File: config.mk
export PLATFORM = sky130hd
export DESIGN_NAME = mickey_keystream_cipher_unit
export DESIGN_NICKNAME = d
export VERILOG_FILES = /design/src/rtl/mky_pkg.sv /design/src/rtl/mky_gen.sv /design/src/rtl/mky_seq.sv /design/src/rtl/mickey_keystream_cipher_unit.sv
export VERILOG_INCLUDE_DIRS = /design/src /design/src/rtl
export SDC_FILE = /design/constraint.sdc
export NUM_CORES = 1
export LEC_CHECK = 0
export ABC_AREA = 1
export BUFFER_PORTS_ARGS = -buffer_cell sky130_fd_sc_hd__buf_2
export CAP_MARGIN = 20
export CORE_ASPECT_RATIO = 0.6
export CORE_MARGIN = 5
export CORE_UTILIZATION = 30
export CTS_BUF_LIST = sky130_fd_sc_hd__clkbuf_8
export CTS_CLUSTER_SIZE = 12
export DETAILED_ROUTE_END_ITERATION = 8
export PLACE_DENSITY = 0.49
export SLEW_MARGIN = 10
export SYNTH_ARGS = -nofsm -noshare
export SYNTH_HDL_FRONTEND = slang
export SYNTH_HIERARCHICAL = 1
export SYNTH_SLANG_ARGS = --single-unit
File: constraint.sdc
create_clock -name clk -period 15.9 [get_ports clk]
set_input_delay 3.18 -clock clk [delete_from_list [all_inputs] [get_ports clk]]
set_output_delay 3.18 -clock clk [all_outputs]
set_load 0.05 [all_outputs]
File: src/rtl/mickey_keystream_cipher_unit_macros.svh
// Assertion macros for the keystream cipher unit.
// Used by the sequencer; depends on nothing else.
`ifndef MICKEY_KEYSTREAM_CIPHER_UNIT_MACROS_SVH
`define MICKEY_KEYSTREAM_CIPHER_UNIT_MACROS_SVH

// same-cycle implication
`define MKY_ASSERT_IMPLY(label, clk, rst_n, ante, cons) \
  label: assert property (@(posedge clk) disable iff (!rst_n) (ante) |-> (cons)) \
    else $error("mky assertion failed");

// next-cycle implication
`define MKY_ASSERT_NEXT(label, clk, rst_n, ante, cons) \
  label: assert property (@(posedge clk) disable iff (!rst_n) (ante) |=> (cons)) \
    else $error("mky assertion failed");

`endif

File: src/rtl/mky_pkg.sv
// Shared types, constants and feedback tables for the keystream cipher unit.
// No dependencies.
`timescale 1ns / 1ps

package mky_pkg;

  localparam int NStages   = 100;
  localparam int KeyBits   = 80;
  localparam int MaxIvBits = 80;
  localparam int PreClocks = 100;
  localparam int ByteBits  = 8;
  localparam int TapCrS    = 34;
  localparam int TapCrR    = 67;
  localparam int TapCsS    = 67;
  localparam int TapCsR    = 33;
  localparam int TapMixS   = 50;

  localparam int CfgIdxW = 2;
  localparam logic [CfgIdxW-1:0] CfgKeyHigh = 2'd0;
  localparam logic [CfgIdxW-1:0] CfgKeyLow  = 2'd1;
  localparam logic [CfgIdxW-1:0] CfgIvBits  = 2'd2;

  localparam logic KindInit = 1'b0;
  localparam logic KindData = 1'b1;

  // stage k of a register is element [k]
  typedef logic [0:NStages-1] stage_vec_t;

  localparam stage_vec_t LinTaps =
    100'b1101111001001100100111100_1001000000001100110011000_1010101010110111110001100_0000111100001111110111100;
  localparam stage_vec_t InvA =
    100'b0000110001011110100101010_1010110100100000001010101_0000101001111001010111111_1110101111110101000000110;
  localparam stage_vec_t InvB =
    100'b0101100101111001010001101_0111011110001101011100001_0001011100011111101011101_1110001000011100010011000;
  localparam stage_vec_t NlFb0 =
    100'b1111010111111110010111111_1111001100000011100100101_0100101111010101000000000_1101000110111001110011000;
  localparam stage_vec_t NlFb1 =
    100'b1110111000011101001100010_0110010110001100000110110_0010001001001011010100101_0001111011111000000100001;

  typedef struct packed {
    logic clear;
    logic step;
    logic mix;
    logic in_bit;
  } gen_ctrl_t;

  typedef struct packed {
    logic [ByteBits-1:0] out_byte;
    logic                init_done;
    logic                eom;
  } seq_result_t;

endpackage

File: src/rtl/mky_gen.sv
// Keystream generator core: R and S registers, one generator clock per cycle while ctrl.step is set.
// Depends on mky_pkg.
`timescale 1ns / 1ps

module mky_gen import mky_pkg::*; (
  input  logic      clk,
  input  logic      rst_n,
  input  gen_ctrl_t ctrl,
  output logic      z
);

  stage_vec_t r_r, r_nxt;
  stage_vec_t s_r, s_nxt;
  stage_vec_t r_step, s_step, s_core;
  logic       cr, cs, rin, fb_r, fb_s;

  assign z   = r_r[0] ^ s_r[0];
  assign cr  = s_r[TapCrS] ^ r_r[TapCrR];
  assign cs  = s_r[TapCsS] ^ r_r[TapCsR];
  assign rin = ctrl.mix ? (ctrl.in_bit ^ s_r[TapMixS]) : ctrl.in_bit;

  assign fb_r = r_r[NStages-1] ^ rin;
  assign fb_s = s_r[NStages-1] ^ ctrl.in_bit;

  assign r_step = {1'b0, r_r[0:NStages-2]} ^ (r_r & {NStages{cr}})
                ^ (LinTaps & {NStages{fb_r}});

  always_comb begin
    s_core = '0;
    for (int k = 1; k < NStages - 1; k++) begin
      s_core[k] = s_r[k-1] ^ ((s_r[k] ^ InvA[k]) & (s_r[k+1] ^ InvB[k]));
    end
    s_core[NStages-1] = s_r[NStages-2];
  end

  assign s_step = s_core ^ ((cs ? NlFb1 : NlFb0) & {NStages{fb_s}});

  always_comb begin
    r_nxt = r_r;
    s_nxt = s_r;
    if (ctrl.clear) begin
      r_nxt = '0;
      s_nxt = '0;
    end else if (ctrl.step) begin
      r_nxt = r_step;
      s_nxt = s_step;
    end
  end

  always_ff @(posedge clk) begin
    if (!rst_n) begin
      r_r <= '0;
      s_r <= '0;
    end else begin
      r_r <= r_nxt;
      s_r <= s_nxt;
    end
  end

endmodule

File: src/rtl/mky_seq.sv
// Sequencer: takes a request, drives the generator through init or one byte.
// Depends on mky_pkg and the assertion macro header.
`timescale 1ns / 1ps
`include "mickey_keystream_cipher_unit_macros.svh"

module mky_seq import mky_pkg::*; (
  input  logic                clk,
  input  logic                rst_n,
  input  logic                in_valid,
  output logic                in_stall,
  input  logic                in_kind,
  input  logic [15:0]         in_iv_high,
  input  logic [63:0]         in_iv_low,
  input  logic [ByteBits-1:0] in_data_byte,
  input  logic                in_end_of_message,
  input  logic [15:0]         key_high,
  input  logic [63:0]         key_low,
  input  logic [6:0]          iv_bits,
  input  logic                out_free,
  input  logic                z,
  output gen_ctrl_t           gen_ctrl,
  output logic                done,
  output seq_result_t         result
);

  typedef enum logic [6:0] {
    ST_IDLE  = 7'b0000001,
    ST_CLEAR = 7'b0000010,
    ST_IV    = 7'b0000100,
    ST_KEY   = 7'b0001000,
    ST_PRE   = 7'b0010000,
    ST_DATA  = 7'b0100000,
    ST_DONE  = 7'b1000000
  } state_t;

  state_t              state_r, state_nxt;
  logic [6:0]          cnt_r, cnt_nxt;
  logic [79:0]         sh_r, sh_nxt;
  logic [ByteBits-1:0] ks_r, ks_nxt;
  logic [ByteBits-1:0] data_r;
  logic                kind_r, eom_r;
  logic [6:0]          iv_n;
  logic                accept;

  assign iv_n     = (iv_bits > 7'(MaxIvBits)) ? 7'(MaxIvBits) : iv_bits;
  assign in_stall = (state_r != ST_IDLE);
  assign accept   = in_valid && (state_r == ST_IDLE);
  assign done     = (state_r == ST_DONE);

  assign gen_ctrl.clear  = (state_r == ST_CLEAR);
  assign gen_ctrl.step   = (state_r == ST_IV) || (state_r == ST_KEY)
                        || (state_r == ST_PRE) || (state_r == ST_DATA);
  assign gen_ctrl.mix    = (state_r != ST_DATA);
  assign gen_ctrl.in_bit = ((state_r == ST_IV) || (state_r == ST_KEY)) ? sh_r[79] : 1'b0;

  assign result.out_byte  = (kind_r == KindInit) ? '0 : (data_r ^ ks_r);
  assign result.init_done = (kind_r == KindInit);
  assign result.eom       = eom_r;

  always_comb begin
    state_nxt = state_r;
    cnt_nxt   = cnt_r;
    sh_nxt    = sh_r;
    ks_nxt    = ks_r;
    case (state_r)
      ST_IDLE: begin
        if (in_valid) begin
          sh_nxt    = {in_iv_high, in_iv_low};
          cnt_nxt   = '0;
          state_nxt = (in_kind == KindInit) ? ST_CLEAR : ST_DATA;
        end
      end
      ST_CLEAR: begin
        cnt_nxt = '0;
        if (iv_n == '0) begin
          sh_nxt    = {key_high, key_low};
          state_nxt = ST_KEY;
        end else begin
          state_nxt = ST_IV;
        end
      end
      ST_IV: begin
        sh_nxt  = {sh_r[78:0], 1'b0};
        cnt_nxt = cnt_r + 7'd1;
        if (cnt_r == 7'(iv_n - 7'd1)) begin
          sh_nxt    = {key_high, key_low};
          cnt_nxt   = '0;
          state_nxt = ST_KEY;
        end
      end
      ST_KEY: begin
        sh_nxt  = {sh_r[78:0], 1'b0};
        cnt_nxt = cnt_r + 7'd1;
        if (cnt_r == 7'(KeyBits - 1)) begin
          cnt_nxt   = '0;
          state_nxt = ST_PRE;
        end
      end
      ST_PRE: begin
        cnt_nxt = cnt_r + 7'd1;
        if (cnt_r == 7'(PreClocks - 1)) begin
          state_nxt = ST_DONE;
        end
      end
      ST_DATA: begin
        ks_nxt  = {ks_r[ByteBits-2:0], z};
        cnt_nxt = cnt_r + 7'd1;
        if (cnt_r == 7'(ByteBits - 1)) begin
          state_nxt = ST_DONE;
        end
      end
      ST_DONE: begin
        if (out_free) begin
          state_nxt = ST_IDLE;
        end
      end
      default: begin
        state_nxt = ST_IDLE;
      end
    endcase
  end

  always_ff @(posedge clk) begin
    if (!rst_n) begin
      state_r <= ST_IDLE;
      cnt_r   <= '0;
    end else begin
      state_r <= state_nxt;
      cnt_r   <= cnt_nxt;
    end
  end

  always_ff @(posedge clk) begin
    sh_r <= sh_nxt;
    ks_r <= ks_nxt;
    if (accept) begin
      data_r <= in_data_byte;
      kind_r <= in_kind;
      eom_r  <= in_end_of_message;
    end
  end

  `MKY_ASSERT_NEXT(a_init_clears, clk, rst_n, accept && (in_kind == KindInit), state_r == ST_CLEAR)
  `MKY_ASSERT_NEXT(a_byte_len, clk, rst_n, (state_r == ST_DATA) && (cnt_r == 7'(ByteBits - 1)), done)
  `MKY_ASSERT_NEXT(a_done_hold, clk, rst_n, done && !out_free, done && $stable(result))
  `MKY_ASSERT_IMPLY(a_no_step_idle, clk, rst_n, state_r == ST_IDLE || done, !gen_ctrl.step && !gen_ctrl.clear)

endmodule

File: src/rtl/mickey_keystream_cipher_unit.sv
// Keystream cipher unit: one request at a time; one generator clock per cycle in the IV,
// key, pre-clock and data phases. Data request: a keystream byte is shifted in bitwise,
// XORed with the data byte and registered; no new request is taken until it is registered.
// Init request: clear, then min(iv_bits, 80) IV bits, the 80 key bits and the pre-clocks.
// A result held by out_stall delays the next result.
// Reset (rst_n low, synchronous) zeroes both cipher registers and the configuration.
`timescale 1ns / 1ps

module mickey_keystream_cipher_unit import mky_pkg::*; (
  input  logic                clk,
  input  logic                rst_n,
  input  logic                cfg_we,
  input  logic [CfgIdxW-1:0]  cfg_index,
  input  logic [63:0]         cfg_data,
  input  logic                in_valid,
  output logic                in_stall,
  input  logic                in_kind,
  input  logic [15:0]         in_iv_high,
  input  logic [63:0]         in_iv_low,
  input  logic [ByteBits-1:0] in_data_byte,
  input  logic                in_end_of_message,
  output logic                out_valid,
  input  logic                out_stall,
  output logic [ByteBits-1:0] out_byte,
  output logic                out_init_done,
  output logic                out_end_of_message_out
);

  logic [15:0] key_high_r;
  logic [63:0] key_low_r;
  logic [6:0]  iv_bits_r;
  logic        out_valid_r;
  seq_result_t res_r;
  seq_result_t seq_res;
  gen_ctrl_t   gen_ctrl;
  logic        z, done, out_free;

  assign out_free = !out_valid_r || !out_stall;

  always_ff @(posedge clk) begin
    if (!rst_n) begin
      key_high_r <= '0;
      key_low_r  <= '0;
      iv_bits_r  <= '0;
    end else if (cfg_we) begin
      case (cfg_index)
        CfgKeyHigh: key_high_r <= cfg_data[15:0];
        CfgKeyLow:  key_low_r  <= cfg_data;
        CfgIvBits:  iv_bits_r  <= cfg_data[6:0];
        default: begin
        end
      endcase
    end
  end

  mky_seq u_seq (
    .clk               (clk),
    .rst_n             (rst_n),
    .in_valid          (in_valid),
    .in_stall          (in_stall),
    .in_kind           (in_kind),
    .in_iv_high        (in_iv_high),
    .in_iv_low         (in_iv_low),
    .in_data_byte      (in_data_byte),
    .in_end_of_message (in_end_of_message),
    .key_high          (key_high_r),
    .key_low           (key_low_r),
    .iv_bits           (iv_bits_r),
    .out_free          (out_free),
    .z                 (z),
    .gen_ctrl          (gen_ctrl),
    .done              (done),
    .result            (seq_res)
  );

  mky_gen u_gen (
    .clk   (clk),
    .rst_n (rst_n),
    .ctrl  (gen_ctrl),
    .z     (z)
  );

  always_ff @(posedge clk) begin
    if (!rst_n) begin
      out_valid_r <= 1'b0;
    end else if (done && out_free) begin
      out_valid_r <= 1'b1;
    end else if (!out_stall) begin
      out_valid_r <= 1'b0;
    end
  end

  always_ff @(posedge clk) begin
    if (done && out_free) begin
      res_r <= seq_res;
    end
  end

  assign out_valid              = out_valid_r;
  assign out_byte               = res_r.out_byte;
  assign out_init_done          = res_r.init_done;
  assign out_end_of_message_out = res_r.eom;

endmodule
==> impl_metrics.ini <==
[routing]
avgViaCountPerCell = 4.60
route.vias.total = 21100
drc = 0
drt-pass1-iter-count = 7
wl_per_cell_um = 14.0
wl_um = 64200
ant_nets = 0
initialDrtViolationCount = 1563

[status]
run_status = finished, final reports clean

[timing]
setup_viol = 0
finalCritPeriodShare_pct = 34.0
timing.clock.skew_ns = 0.0458
worst-slew-pin-transition_ns = 1.00
fin_crit_ns = 5.41
timing.hold.ws_ns = 0.421
timing_max_transition_violations_final = 0
achievable_freq_ghz = 0.185
timing.slew.headroom_pct = 32.8
hold_viol = 0
tns_ns = 0
rsz0062_at_grt = no

[clock_network]
tritoncts_clock_tree = done
cts_num_sinks = 410
postCtsSetupRepairBufs = 0
worst_setup_hold_path_clk_slew_ns = 0.06
cts_max_path_buffers = 3
post_cts.resized_instances = 0
htree_levels = 3
cts_buffers = 74
post_cts_hold_buffer_count = 0
cts_root_buffer = clkbuf_8
worst_skew_pair.late_latency_ns = 0.67

[finish]
num-nets-final = 3701
drive_gt1_share_pct = 9.27
layout-area-overhead-vs-synth_pct = 13.2
most-common-layout-cells = 1100 x nand2_1, 522 x inv_1, 439 x nand3_1, 302 x dfxtp_1, 280 x nor2_1
filler_cell_count = 7948
layout_commonest_cell = nand2_1

[logic_synthesis]
synth.ff_latch_count = 410
synth-adder-area-share_pct = 0.223
avgSynthCellArea_um2 = 6.53
yosys-mux-area-fraction_pct = 0
netlist-cell-type-count = 37
synth_compound_gate_area_share_pct = 7.87
synth-seq-area-share_pct = 41.3
syn_inst = 3443
xor_xnor_cell_area_share_of_the_yosys_netlist_pct = 1.32
synth_nets = 3608
yosysWarnings = 6
mappedNetlistArea_um2 = 22500
dominant_combinational_cell_family_by_area_after_synthesis = simple AND/OR/NAND/NOR gates
synth_simple_gate_area_share_pct = 36.5

[place]
gpl.final_weighted_congestion = 0.746
io_buffer_count = 172
detailedPlacementHpwl_um = 39400

[global_route]
first_pass_grt_wire_length_um = 105000
pin_count_of_the_biggest_net_entering_global_routing = 155
groute.usage.overall_pct = 15.7
grt_overflow = 0
grt_pass1_vias = 19100
grt_antenna_before_repair = 3

[pwr]
share_clk_of_total_power_pct = 30.5
power_report.internal_total_w = 0.00210
switching_power_w = 0.00115
vdd_ir_drop_max_uv = 54.2
swShare_pct = 35.5
pwr_cell_area_nw_per_um2 = 128
p_seq_share_pct = 44.6
power.leakage_nw = 11.5
p_comb_share_pct = 24.9

[floorplan]
die_h_um = 222
floorplan.initialDensity_pct = 30.4
placement_rows = 77
ioPinCount = 173
die_width_um = 363
total_die_area_um2 = 80700
core_area_um2 = 74000

[worst_hold_path]
worstHoldPathType = reg -> reg

[critical_path]
endpoint_kind = output port
crit_arrival_ns = 2.23
timing.critical_path.fanout_max = 4
worst-endpoint-required_ns = 12.72
crit_path_start_kind = flip-flop
timing_worst_setup_path_type = reg -> out

[flow_run]
drv_cap = 0
[logic make-up after synthesis]
| family | after synthesis |
|---|---|
| and+or+nand+nor | 1952 |
| buffers and inverters | 715 |
| DFF | 410 |
| AOI/OAI and AO/OA | 328 |
| xor gates and xnor gates | 34 |
| adders and majority gates | 4 |
[registers in the layout, indices dropped and copies added, names as in the netlist, 7 cells and up]
register,cells
iv_bits_r,7
key_high_r,16
key_low_r,64
out_byte,8
u_gen/r_r,100
u_gen/s_r,100
u_seq/cnt_r,7
u_seq/data_r,8
u_seq/ks_r,8
u_seq/sh_r,80
u_seq/state_r,7
[per-stage QoR]
stage | worst slack [ns] | instance area (um^2) | util [%] | power, W | instances
6_report | 10.49 | 25500 | 34.4 | 0.00325 | 4582
5_1_grt | 10.24 | 25500 | 34.4 | 0.00348 | 4581
4_1_cts | 10.38 | 25400 | 34.3 | 0.00329 | 4575
3_5_place_dp | 9.89 | 24000 | 32.4 | 0.00227 | 4444
3_3_place_gp | 9.94 | 24000 | 32.4 | 0.00228 | 4444
2_1_floorplan | 8.65 | 22500 | - | 0.00206 | 3443
[power by group through the flow]
stage / Sequential (W) / Clock [W] / Combinational, W
4_1_cts: 0.00145 / 0.00103 / 0.000810
5_1_grt: 0.00147 / 0.00109 / 0.000926
2_1_floorplan: 0.00146 / 0 / 0.000600
3_3_place_gp: 0.00147 / 0 / 0.000809
6_report: 0.00145 / 0.000992 / 0.000809
3_5_place_dp: 0.00147 / 0 / 0.000806
[path summary, 6_finish.rpt]
| check | start | end | slack (ns) | cells past startpoint |
|---|---|---|---|---|
| setup / recovery | u_seq/state_r[6]$_SDFFE_PN0P_ | in_stall | 10.49 | 5 |
| hold / removal | u_seq/eom_r$_DFFE_PP_ | out_end_of_message_out$_DFFE_PP_ | 0.42 | 0 |
| setup reg to reg | u_seq/state_r[1]$_SDFFE_PN0P_ | u_gen/s_r[44]$_SDFFE_PP0P_ | 11.51 | 14 |
| hold reg to reg | u_seq/eom_r$_DFFE_PP_ | out_end_of_message_out$_DFFE_PP_ | 0.42 | 0 |
[critical path: stages (launching register included)]
cell	delay (ns)
dfxtp_1	0.34
nor2_1	0.14
nand2_1	0.15
nor4_1	0.52
inv_1	0.15
buf_2	0.26
[synth_stat cells]
cell,instances,area (um^2)
nand2_1,1102,4140
buf_4,9,67.6
clkinv_1,25,93.8
inv_1,497,1870
a21oi_1,182,911
or2_2,1,6.26
xor2_1,24,210
clkbuf_1,85,319
nor4_1,54,338
o22ai_1,48,300
nor2_2,1,6.26
a21boi_0,1,7.51
nand3_2,3,30.0
nand4_1,38,238
nand3b_1,4,30.0
o21ai_2,1,8.76
nand3_1,439,2200
o21ai_0,75,375
a22o_1,1,8.76
nand2_2,7,43.8
ha_1,4,50.1
xnor2_1,10,87.6
o21ai_4,1,16.3
buf_6,11,124
edfxtp_1,108,3240
nor3_1,19,95.1
o211ai_1,2,15.0
nand3b_2,1,11.3
a31oi_1,1,6.26
dfxtp_1,302,6050
a211oi_1,13,97.6
nor3b_1,1,7.51
o21bai_1,3,22.5
nor2_1,282,1060
inv_2,9,33.8
buf_2,69,345
buf_1,10,37.5
[cell type report]
type	count	area [um^2]	share of cell area [%]
clock buffer	89	1220	4.81
tap	987	1230	4.85
timing repair buffer	201	1120	4.40
clock inverter	42	208	0.816
sequential	410	9290	36.5
multi-input combinational	2318	10400	40.7
inverter	531	2000	7.87
antenna	4	10.0	0.0393
[routing by layer]
metal,GRT usage (%),share of wire (%),up-vias
li1,-,-,11100
met1,24.4,55,9526
met2,21.9,39,388
met3,3.01,4.5,85
met4,3.78,1.8,0
met5,0,0,-
Power figures use the tool's default switching activity.
